`config.mk`:
```
export PLATFORM = sky130hd
export DESIGN_NAME = wildcard_pattern_matcher_unit
export DESIGN_NICKNAME = d
export VERILOG_FILES = /design/src/rtl/wpm_pkg.sv /design/src/rtl/wpm_cell.sv /design/src/rtl/wpm_outq.sv /design/src/rtl/wildcard_pattern_matcher_unit.sv
export SDC_FILE = /design/constraint.sdc
export NUM_CORES = 2
export LEC_CHECK = 0
export ABC_AREA = 1
export BUFFER_PORTS_ARGS = -buffer_cell sky130_fd_sc_hd__buf_2
export CAP_MARGIN = 20
export CORE_MARGIN = 3
export CORE_UTILIZATION = 29
export CTS_CLUSTER_DIAMETER = 40
export DETAILED_ROUTE_END_ITERATION = 10
export GPL_TIMING_DRIVEN = 0
export PLACE_DENSITY = 0.54
export SYNTH_ARGS = -nofsm -noshare
export SYNTH_HDL_FRONTEND = slang
export SYNTH_SLANG_ARGS = --single-unit
```
`constraint.sdc`:
```
create_clock -name clk -period 15.6 [get_ports clk]
set_input_delay 2.34 -clock clk [delete_from_list [all_inputs] [get_ports clk]]
set_output_delay 2.34 -clock clk [all_outputs]
set_load 0.005 [all_outputs]
```
`src/rtl/wpm_pkg.sv`:
```
// Shared types and constants of the wildcard pattern matcher.
// No dependencies.
`default_nettype none

package wpm_pkg;

	localparam int MAX_PATTERN = 64;
	localparam int LEN_W       = $clog2(MAX_PATTERN + 1);
	localparam int POS_W       = 32;
	localparam int SYM_W       = 8;

	localparam logic [SYM_W-1:0] WILDCARD = 8'd63;

	typedef enum logic [1:0] {
		OP_CLEAR  = 2'd0,
		OP_APPEND = 2'd1,
		OP_TEXT   = 2'd2
	} opcode_t;

	// control broadcast to every cell of the chain
	typedef struct packed {
		logic             clr;
		logic             app;
		logic             txt;
	} cell_ctrl_t;

endpackage

`default_nettype wire

```
`src/rtl/wpm_cell.sv`:
```
// One cell of the comparison chain: a pattern slot and a text window slot.
// Depends on wpm_pkg. Both slots shift toward index zero.
`default_nettype none

module wpm_cell import wpm_pkg::*; (
	input  wire logic             clk,
	input  wire logic             arst_n,
	input  wire cell_ctrl_t       ctrl,
	input  wire logic [SYM_W-1:0] pat_in,
	input  wire logic             pact_in,
	input  wire logic [SYM_W-1:0] txt_in,
	input  wire logic             tval_in,
	output logic      [SYM_W-1:0] pat,
	output logic                  pact,
	output logic      [SYM_W-1:0] txt,
	output logic                  tval,
	output logic                  ok
);

	logic [SYM_W-1:0] pat_q;
	logic [SYM_W-1:0] txt_q;
	logic             pact_q;
	logic             tval_q;

	always_ff @(posedge clk or negedge arst_n) begin
		if (!arst_n) begin
			pact_q <= 1'b0;
			tval_q <= 1'b0;
		end else if (ctrl.clr) begin
			pact_q <= 1'b0;
			tval_q <= 1'b0;
		end else if (ctrl.app) begin
			pact_q <= pact_in;
		end else if (ctrl.txt) begin
			tval_q <= tval_in;
		end
	end

	always_ff @(posedge clk) begin
		if (ctrl.app && !ctrl.clr) begin
			pat_q <= pat_in;
		end
		if (ctrl.txt && !ctrl.clr) begin
			txt_q <= txt_in;
		end
	end

	assign pat  = pat_q;
	assign pact = pact_q;
	assign txt  = txt_q;
	assign tval = tval_q;

	// an unused slot always agrees; a used one needs a real byte that fits
	assign ok = !pact_q || (tval_q && ((pat_q == WILDCARD) || (pat_q == txt_q)));

endmodule

`default_nettype wire

```
`src/rtl/wpm_outq.sv`:
```
// Two-word result queue that parts the match stage from the output port.
// Depends on wpm_pkg.
`default_nettype none

module wpm_outq import wpm_pkg::*; (
	input  wire logic             clk,
	input  wire logic             arst_n,
	input  wire logic             push,
	input  wire logic [POS_W-1:0] push_data,
	output logic                  can_push,
	output logic                  full,
	output logic                  out_valid,
	input  wire logic             out_ready,
	output logic      [POS_W-1:0] match_start
);

	logic [POS_W-1:0] mem_q [2];
	logic [1:0]       cnt_q;
	logic             head_q;
	logic             tail_q;
	logic             pop;

	assign out_valid   = (cnt_q != 2'd0);
	assign pop         = out_valid && out_ready;
	assign full        = (cnt_q == 2'd2);
	assign can_push    = !full || pop;
	assign match_start = mem_q[head_q];

	always_ff @(posedge clk or negedge arst_n) begin
		if (!arst_n) begin
			cnt_q  <= 2'd0;
			head_q <= 1'b0;
			tail_q <= 1'b0;
		end else begin
			if (push) begin
				tail_q <= ~tail_q;
			end
			if (pop) begin
				head_q <= ~head_q;
			end
			case ({push, pop})
				2'b10:   cnt_q <= cnt_q + 2'd1;
				2'b01:   cnt_q <= cnt_q - 2'd1;
				default: cnt_q <= cnt_q;
			endcase
		end
	end

	always_ff @(posedge clk) begin
		if (push) begin
			mem_q[tail_q] <= push_data;
		end
	end

endmodule

`default_nettype wire

```
`src/rtl/wildcard_pattern_matcher_unit.sv`:
```
// The chain of MAX_PATTERN cells compares the whole window in the cycle after each text
// word; a match start then goes through the two-word result queue, which absorbs output
// stalls, to the output port. One word per cycle while in_ready is high.
// Reset (arst_n low): pattern empty, text position zero, result queue empty.
`default_nettype none

module wildcard_pattern_matcher_unit import wpm_pkg::*; (
	input  wire logic             clk,
	input  wire logic             arst_n,
	input  wire logic             in_valid,
	output logic                  in_ready,
	input  wire logic [1:0]       opcode,
	input  wire logic [SYM_W-1:0] symbol,
	output logic                  out_valid,
	input  wire logic             out_ready,
	output logic      [POS_W-1:0] match_start
);

	logic [LEN_W-1:0] len_q;
	logic [POS_W-1:0] pos_q;
	logic             txt_s1;
	logic [POS_W-1:0] start_s1;

	logic             accept;
	logic             pat_full;
	cell_ctrl_t       ctrl;

	logic [SYM_W-1:0] pat   [MAX_PATTERN+1];
	logic             pact  [MAX_PATTERN+1];
	logic [SYM_W-1:0] txt   [MAX_PATTERN+1];
	logic             tval  [MAX_PATTERN+1];
	logic [MAX_PATTERN-1:0] ok;

	logic s1_match;
	logic push;
	logic can_push;
	logic q_full;

	assign accept   = in_valid && in_ready;
	assign pat_full = (len_q == LEN_W'(MAX_PATTERN));

	always_comb begin
		ctrl = '0;
		if (accept) begin
			case (opcode)
				OP_CLEAR:  ctrl.clr = 1'b1;
				OP_APPEND: ctrl.app = !pat_full;
				OP_TEXT:   ctrl.txt = 1'b1;
				default:   ctrl = '0;
			endcase
		end
	end

	// new words enter at the top cell and move toward cell zero
	assign pat[MAX_PATTERN]  = symbol;
	assign pact[MAX_PATTERN] = 1'b1;
	assign txt[MAX_PATTERN]  = symbol;
	assign tval[MAX_PATTERN] = 1'b1;

	for (genvar j = 0; j < MAX_PATTERN; j++) begin : g_cell
		wpm_cell u_cell (
			.clk     (clk),
			.arst_n  (arst_n),
			.ctrl    (ctrl),
			.pat_in  (pat[j+1]),
			.pact_in (pact[j+1]),
			.txt_in  (txt[j+1]),
			.tval_in (tval[j+1]),
			.pat     (pat[j]),
			.pact    (pact[j]),
			.txt     (txt[j]),
			.tval    (tval[j]),
			.ok      (ok[j])
		);
	end

	always_ff @(posedge clk or negedge arst_n) begin
		if (!arst_n) begin
			len_q <= '0;
			pos_q <= '0;
		end else if (ctrl.clr) begin
			len_q <= '0;
			pos_q <= '0;
		end else begin
			if (ctrl.app) begin
				len_q <= len_q + LEN_W'(1);
			end
			if (ctrl.txt) begin
				pos_q <= pos_q + POS_W'(1);
			end
		end
	end

	// the chain state after a text word is judged in the following cycle
	assign s1_match = txt_s1 && (len_q != '0) && (&ok);
	assign push     = s1_match && can_push;
	assign in_ready = !(s1_match && q_full);

	always_ff @(posedge clk or negedge arst_n) begin
		if (!arst_n) begin
			txt_s1 <= 1'b0;
		end else if (accept) begin
			txt_s1 <= ctrl.txt;
		end else if (push) begin
			txt_s1 <= 1'b0;
		end
	end

	always_ff @(posedge clk) begin
		if (ctrl.txt) begin
			start_s1 <= pos_q - (POS_W'(len_q) - POS_W'(1));
		end
	end

	wpm_outq u_outq (
		.clk         (clk),
		.arst_n      (arst_n),
		.push        (push),
		.push_data   (start_s1),
		.can_push    (can_push),
		.full        (q_full),
		.out_valid   (out_valid),
		.out_ready   (out_ready),
		.match_start (match_start)
	);

endmodule

`default_nettype wire

```
# [Word-level counts from Yosys, hierarchy flattened]
# Memories as Yosys holds them, arrays and structs flattened.
# Index checks and enable logic that the tools add are counted.
# Widths: inputs -> output; s select.
[totals] inputBits=14 n_memories=1 reg_bits=1228 out_inout_bits=34 ramBits=64
[op_classes] eq_ne=135 bitwise=2 add_sub_neg=6 muxes=333 n_reduce_logical=278
[memory_table] memory="u_outq.mem_q" depth=2 width=32 rd=1 rd_ports_with_merged_regs=0 write_ports=1 line_no="wpm_outq.sv:17" text="logic [POS_W-1:0] mem_q [2];"
[ops] cell="$eq 8x6->1 const B" count=64
[ops] cell="$eq 8x8->1" count=64
[ops] cell="$mux 1" count=327
[ops] cell="$logic_or 1x1->1" count=129
[ops] cell="$logic_and 1x1->1" count=72
[ops] cell="$logic_not 1->1" count=68
[ops] cell="$mux 32" count=2
[ops] cell="$reduce_and 64->1" count=1
[ops] cell="$add 32x1->32 const B" count=1
[ops] cell="$sub 32x32->32" count=1
[ops] cell="$mux 7" count=2
[ops] cell="$reduce_bool 2->1" count=5
[ops] cell="$sub 7x1->8 const B" count=1
[ops] cell="$add 7x1->7 const B" count=1
[ops] cell="$eq 7x7->1 const B" count=1
[ops] cell="$reduce_bool 7->1" count=1
[ops] cell="$eq 2x2->1 const B" count=3
[ops] cell="$eq 2x1->1 const B" count=2
[ops] cell="$pmux 2 s2" count=1
[ops] cell="$mux 3" count=1
[ops] cell="$add 2x1->2 const B" count=1
[ops] cell="$logic_not 2->1" count=1
[ops] cell="$ne 2x1->1 const B" count=1
[ops] cell="$not 1->1" count=2
[ops] cell="2 further kinds" count=2

# [Depth between registers and ports, before layout]
[depth] depth_word=13 ltp_mapped=23 ltp_nobuf=21

# [Hierarchy]
# A second synthesis with hierarchy kept.
[unflattened] cells_unflattened=5340 hier_area_um2=56430.4
[modules_own_cells] module="wpm_cell" area_per_inst_um2=750.7 seq_area_each_um2=530.5 instances=64 cells_each=68
[modules_own_cells] module="wildcard_pattern_matcher_unit" area_per_inst_um2=5738.0 seq_area_each_um2=1961.9 instances=1 cells_each=791
[modules_own_cells] module="wpm_outq" area_per_inst_um2=2646.3 seq_area_each_um2=2021.9 instances=1 cells_each=197

# [Worst setup path after synthesis]
# OpenSTA, ideal clock, no wires.
[synth_path] path_kind="input-to-reg" start="input port opcode[1]" end="register g_cell[0].u_cell.txt_q[0] (enable)" cell_stages=5 t_arrival_ns=12.762 n_path_buf=1 setup_slack_ns=1.980 required_ns=14.743 path_cell_list="inv_1 nor2_1 clkbuf_1 nand2_1 inv_1"
[synth_between] elab_chain_len=5 word_cells_on_any_way=7 cone_classes="eq/ne (1); mux (3); reduce/logical (3)"
[synth_rtl] item="start, declared" line_no="wildcard_pattern_matcher_unit.sv:12" text="input wire logic [1:0] opcode,"
[synth_rtl] item="$logic_not 2->1" line_no="wildcard_pattern_matcher_unit.sv:45" text="case (opcode)"
[synth_rtl] item="$mux 1" line_no="wildcard_pattern_matcher_unit.sv:45"
[synth_rtl] item="$mux 3 *" line_no="wildcard_pattern_matcher_unit.sv:44" text="if (accept) begin"
[synth_rtl] item="$logic_not 1->1" line_no="wpm_cell.sv:43" text="if (ctrl.txt && !ctrl.clr) begin"
[synth_rtl] item="$logic_and 1x1->1 *" line_no="wpm_cell.sv:43"
[synth_rtl] item="end signal, assigned" line_no="wpm_cell.sv:44" text="txt_q <= txt_in;"
[synth_rtl] item="end, declared" line_no="wpm_cell.sv:21" text="logic [SYM_W-1:0] txt_q;"
# Every way passes the cells marked *; elsewhere a longest branch is shown, timed or not.
# A chain may end at the register's enable or synchronous reset.

# [Worst setup path in the final report]
[layout_path] start="register g_cell[36].u_cell.pat_q[7]" end="output port in_ready"
[layout_between] elab_chain_len=8 word_cells_on_any_way=9 cone_classes="eq/ne (2); reduce/logical (7)"
[layout_rtl] item="start, declared" line_no="wpm_cell.sv:20" text="logic [SYM_W-1:0] pat_q;"
[layout_rtl] item="start signal, assigned" line_no="wpm_cell.sv:41" text="pat_q <= pat_in;"
[layout_rtl] item="$eq 8x6->1 / $eq 8x8->1 (equally long branches)" line_no="wpm_cell.sv:54" text="assign ok = !pact_q || (tval_q && ((pat_q == WILDCARD) || (pat_q == txt_q)));"
[layout_rtl] item="$logic_or 1x1->1 *" line_no="wpm_cell.sv:54"
[layout_rtl] item="$logic_and 1x1->1 *" line_no="wpm_cell.sv:54"
[layout_rtl] item="$logic_or 1x1->1 *" line_no="wpm_cell.sv:54"
[layout_rtl] item="$reduce_and 64->1 *" line_no="wildcard_pattern_matcher_unit.sv:95" text="assign s1_match = txt_s1 && (len_q != '0) && (&ok);"
[layout_rtl] item="$logic_and 1x1->1 *" line_no="wildcard_pattern_matcher_unit.sv:95"
[layout_rtl] item="$logic_and 1x1->1 *" line_no="wildcard_pattern_matcher_unit.sv:97" text="assign in_ready = !(s1_match && q_full);"
[layout_rtl] item="$logic_not 1->1 *" line_no="wildcard_pattern_matcher_unit.sv:97"
[layout_rtl] item="end, declared" line_no="wildcard_pattern_matcher_unit.sv:11" text="output logic in_ready,"
# Marked as above.

==> impl_metrics.ini <==
[sta]
hold_viol_final = 0
relSlewSlack_pct = 40.65
finalCritPeriodShare_pct = 38.50
min_period_ns = 6.006
skew_ns = 0.03298
slew_violations = 0
setup_viol = 0
tightest_slew_ns = 0.8822
rsz0062_at_grt = false
max_freq_mhz = 166.5
finalSetupTns_ns = 0

[layout]
mostFrequentLayoutCells = 1,201 x nand2_1, 1,120 x edfxtp_1, 493 x xnor2_1
final_net_count = 4307
drive_gt1_share_pct = 8.404
fin_cells = 6736
final_core_util_pct = 34.19
nFillCells = 17240
syn2layout_area_growth_pct = 16.96
final_common_cell = nand2_1

[placed_design]
dp_cells = 6457
hpwl_mm = 68.88
gp_congestion = 0.8565
port-buffer-count = 47

[critical_path]
start_kind = flip-flop
worstPathRequired_ns = 13.26
ff2ff_path_depth = 16
worstPathArrival_ns = 3.67
worstPathMaxFanout = 3
r2r_end = g_cell[36].u_cell.pat[6]
crit_path_cell_trace = nor4_1 -> o21ai_0 -> nand2_1 -> nand2_1 -> nor2_1 -> nand2_1 -> nor2_1 -> nand3_1 -> nor2_1 -> nand2_1 -> buf_2
worstSetupPathType = flip-flop to output pin
r2r-start = len_q[3]
cp-end-kind = output pin
cp_slowest_stage_delay_ns = 0.79
critical-path-slowest-cell = nor4_1
r2r_setup_slack_ns = 10.92
path_common_cell = nand2_1

[power]
pwr-share-seq_pct = 48.7
ir_worst_vdd_uv = 101.2
comb_power_share_pct = 6.3
p_per_area_nw_per_um2 = 131.8
p_sw_w = 0.001856
p_total_w = 0.008046
cellLeakagePower_nw = 22.25
internal_power_w = 0.006190
power.share.clock_pct = 45.0
swShare_pct = 23.07

[floorplan]
core_um2 = 178600
die-width_um = 430.3
row_count = 155
num_io_pins = 48
start_util_pct = 29.23
die-area_um2 = 185200
die_y_um = 430.3

[detailed_routing]
ant_nets = 0
vias = 29220
drc = 0
wl_mm = 101.4
initialDrtViolationCount = 2151
viasPerCell = 4.338
drtPass1Iterations = 6
wl_per_cell_um = 15.06

[yosys]
synthCells = 4041
yosysWarnings = 0
muxShareOfSynthArea_pct = 0
synth-adder-area-share_pct = 0.9011
synth_edf_count = 1120
synthXorXnorAreaFrac_pct = 9.126
synth_top_family_by_area = simple AND/OR/NAND/NOR gates
synth_nets = 4092
yosys.area.top_type = edfxtp_1
synthSimpleGateAreaFrac_pct = 14.29
ys.flop_type = edfxtp_1
yosysTopAreaCellShare_pct = 64.42
synth.avg_cell_area_um2 = 12.92
synth_seq_cells = 1292
syn-cell-area_um2 = 52210
synth_compound_area_share_pct = 1.172
yosysSeqAreaShare_pct = 72.66
synth.distinct_cells = 44
synthArstFlopShare_pct = 13.31
yosys-top-cells-area = edfxtp_1 64%, nand2_1 8.6%, xnor2_1 8.3%

[status]
status = finished clean

[clocking]
cts_num_sinks = 1292
numCtsBuffers = 151
root_buffer = clkbuf_16
insertion_delay_ns = 0.77
htree_levels = 4
cts.repair.resized = 0
cts_setup_buffers = 0
hold_buffers = 0
cts_tree = built
clk_pin_slew_ns = 0.06
cts.path.max_buffers = 3

[hold_path]
hold_path.class = flip-flop to flip-flop
whs_path_depth = 0
min_to = u_outq.mem_q[0][7]
min_from = start_s1[7]

[global_route]
grt.overflow.total = 0
grt_pass1_wl_mm = 160.9
grt_pass1_vias = 29510
grt_usage_pct = 11.00
grt_max_degree = 129
antenna_found_initial = 2

[job]
maxCapViolCount = 0
worst max-delay path, delay by kind of cell (launching register included):
family	cells	cell delay (ns)
AND/OR/NAND/NOR	9	1.96
flip-flops	1	0.42
AO/OA/AOI/OAI	1	0.35
buffers and inverters	1	0.17
power groups by stage:
stage | Clock, W | Sequential, W | Combinational [W]
2_1_floorplan | 0 | 0.00400 | 0.000332
3_3_place_gp | 0 | 0.00404 | 0.000496
3_5_place_dp | 0 | 0.00399 | 0.000511
4_1_cts | 0.00372 | 0.00392 | 0.000515
5_1_grt | 0.00388 | 0.00393 | 0.000576
6_report | 0.00362 | 0.00392 | 0.000508
metrics by stage:
step	hold WS (ns)	setup slack, ns	instance area, um^2
2_1_floorplan	0.4215	1.980	52210
3_3_place_gp	0.4277	-3.658	55390
3_5_place_dp	0.4305	9.997	55810
4_1_cts	0.4456	9.522	61050
5_1_grt	0.4613	9.365	61060
6_report	0.4467	9.594	61070
synthesized netlist by cell type, types with 3 or more instances:
cell type and count:
buf_6 7, xnor2_1 493, o21ai_0 28, nand2_1 1201, inv_2 5, buf_1 5
a21boi_0 6, edfxtp_1 1120, buf_2 22, o21a_1 3, o21ai_1 7, nor2_1 267
nor3_1 46, nor4_1 14, xor2_1 51, a21o_1 3, a31oi_1 8, a21oi_1 34
nand4_1 72, o22ai_1 5, or2_2 16, ha_1 36, or2_1 3, dfrtp_1 172
clkbuf_1 22, nand3_1 196, inv_1 174, o21bai_1 4
cells by family after synthesis:
logic type               count (synthesis)
AND/OR/NAND/NOR                       1827
flip-flops                            1292
XOR/XNOR                               544
buffers and inverters                  236
AO/OA/AOI/OAI                          105
adder cells (fa/ha/maj)                 37
registers in the layout (all words and copies together) (netlist names):
register / flops
g_cell.u_cell.tval: 64
g_cell.u_cell.pat: 512
u_outq.tail_q: 1
u_outq.mem_q: 64
pos_q: 32
u_outq.cnt_q: 2
u_outq.head_q: 1
len_q: 7
txt_s1: 1
start_s1: 32
g_cell.u_cell.txt: 512
g_cell.u_cell.pact: 64
cell type report:
cell class                 instances  area [um^2]  area share [%]
timing repair buffer              62        630.6           1.033
buffer                            56        300.3          0.4917
tap                             2355         2947           4.825
inverter                         180        683.2           1.119
clock inverter                   103         1275           2.088
clock buffer                     173         3966           6.495
antenna                            2        5.005        0.008196
multi-input combinational       2513        13320           21.82
sequential                      1292        37940           62.12
worst max-delay path by stage:
stage | from | endpoint | slack, ns | cells past startpoint
2_1_floorplan | opcode[1] | g_cell[0].u_cell.txt[0] | 1.98 | 5
3_3_place_gp | opcode[0] | g_cell[24].u_cell.txt[4] | -3.66 | 5
3_5_place_dp | opcode[0] | g_cell[37].u_cell.pat[7] | 10.0 | 9
4_1_cts | g_cell[36].u_cell.pat[2] | in_ready | 9.52 | 12
5_1_grt | g_cell[36].u_cell.pat[1] | in_ready | 9.37 | 12
6_report | g_cell[36].u_cell.pat[7] | in_ready | 9.59 | 11
layer usage:
layer  track usage [%]  wire (um)  share of wire (%)
met1             14.32      44700                 44
met4             3.784       2366                2.3
met5                 0          0                  0
met2             18.26      49300                 49
met3             2.248       5063                5.0
Power figures use the tool's default switching activity.
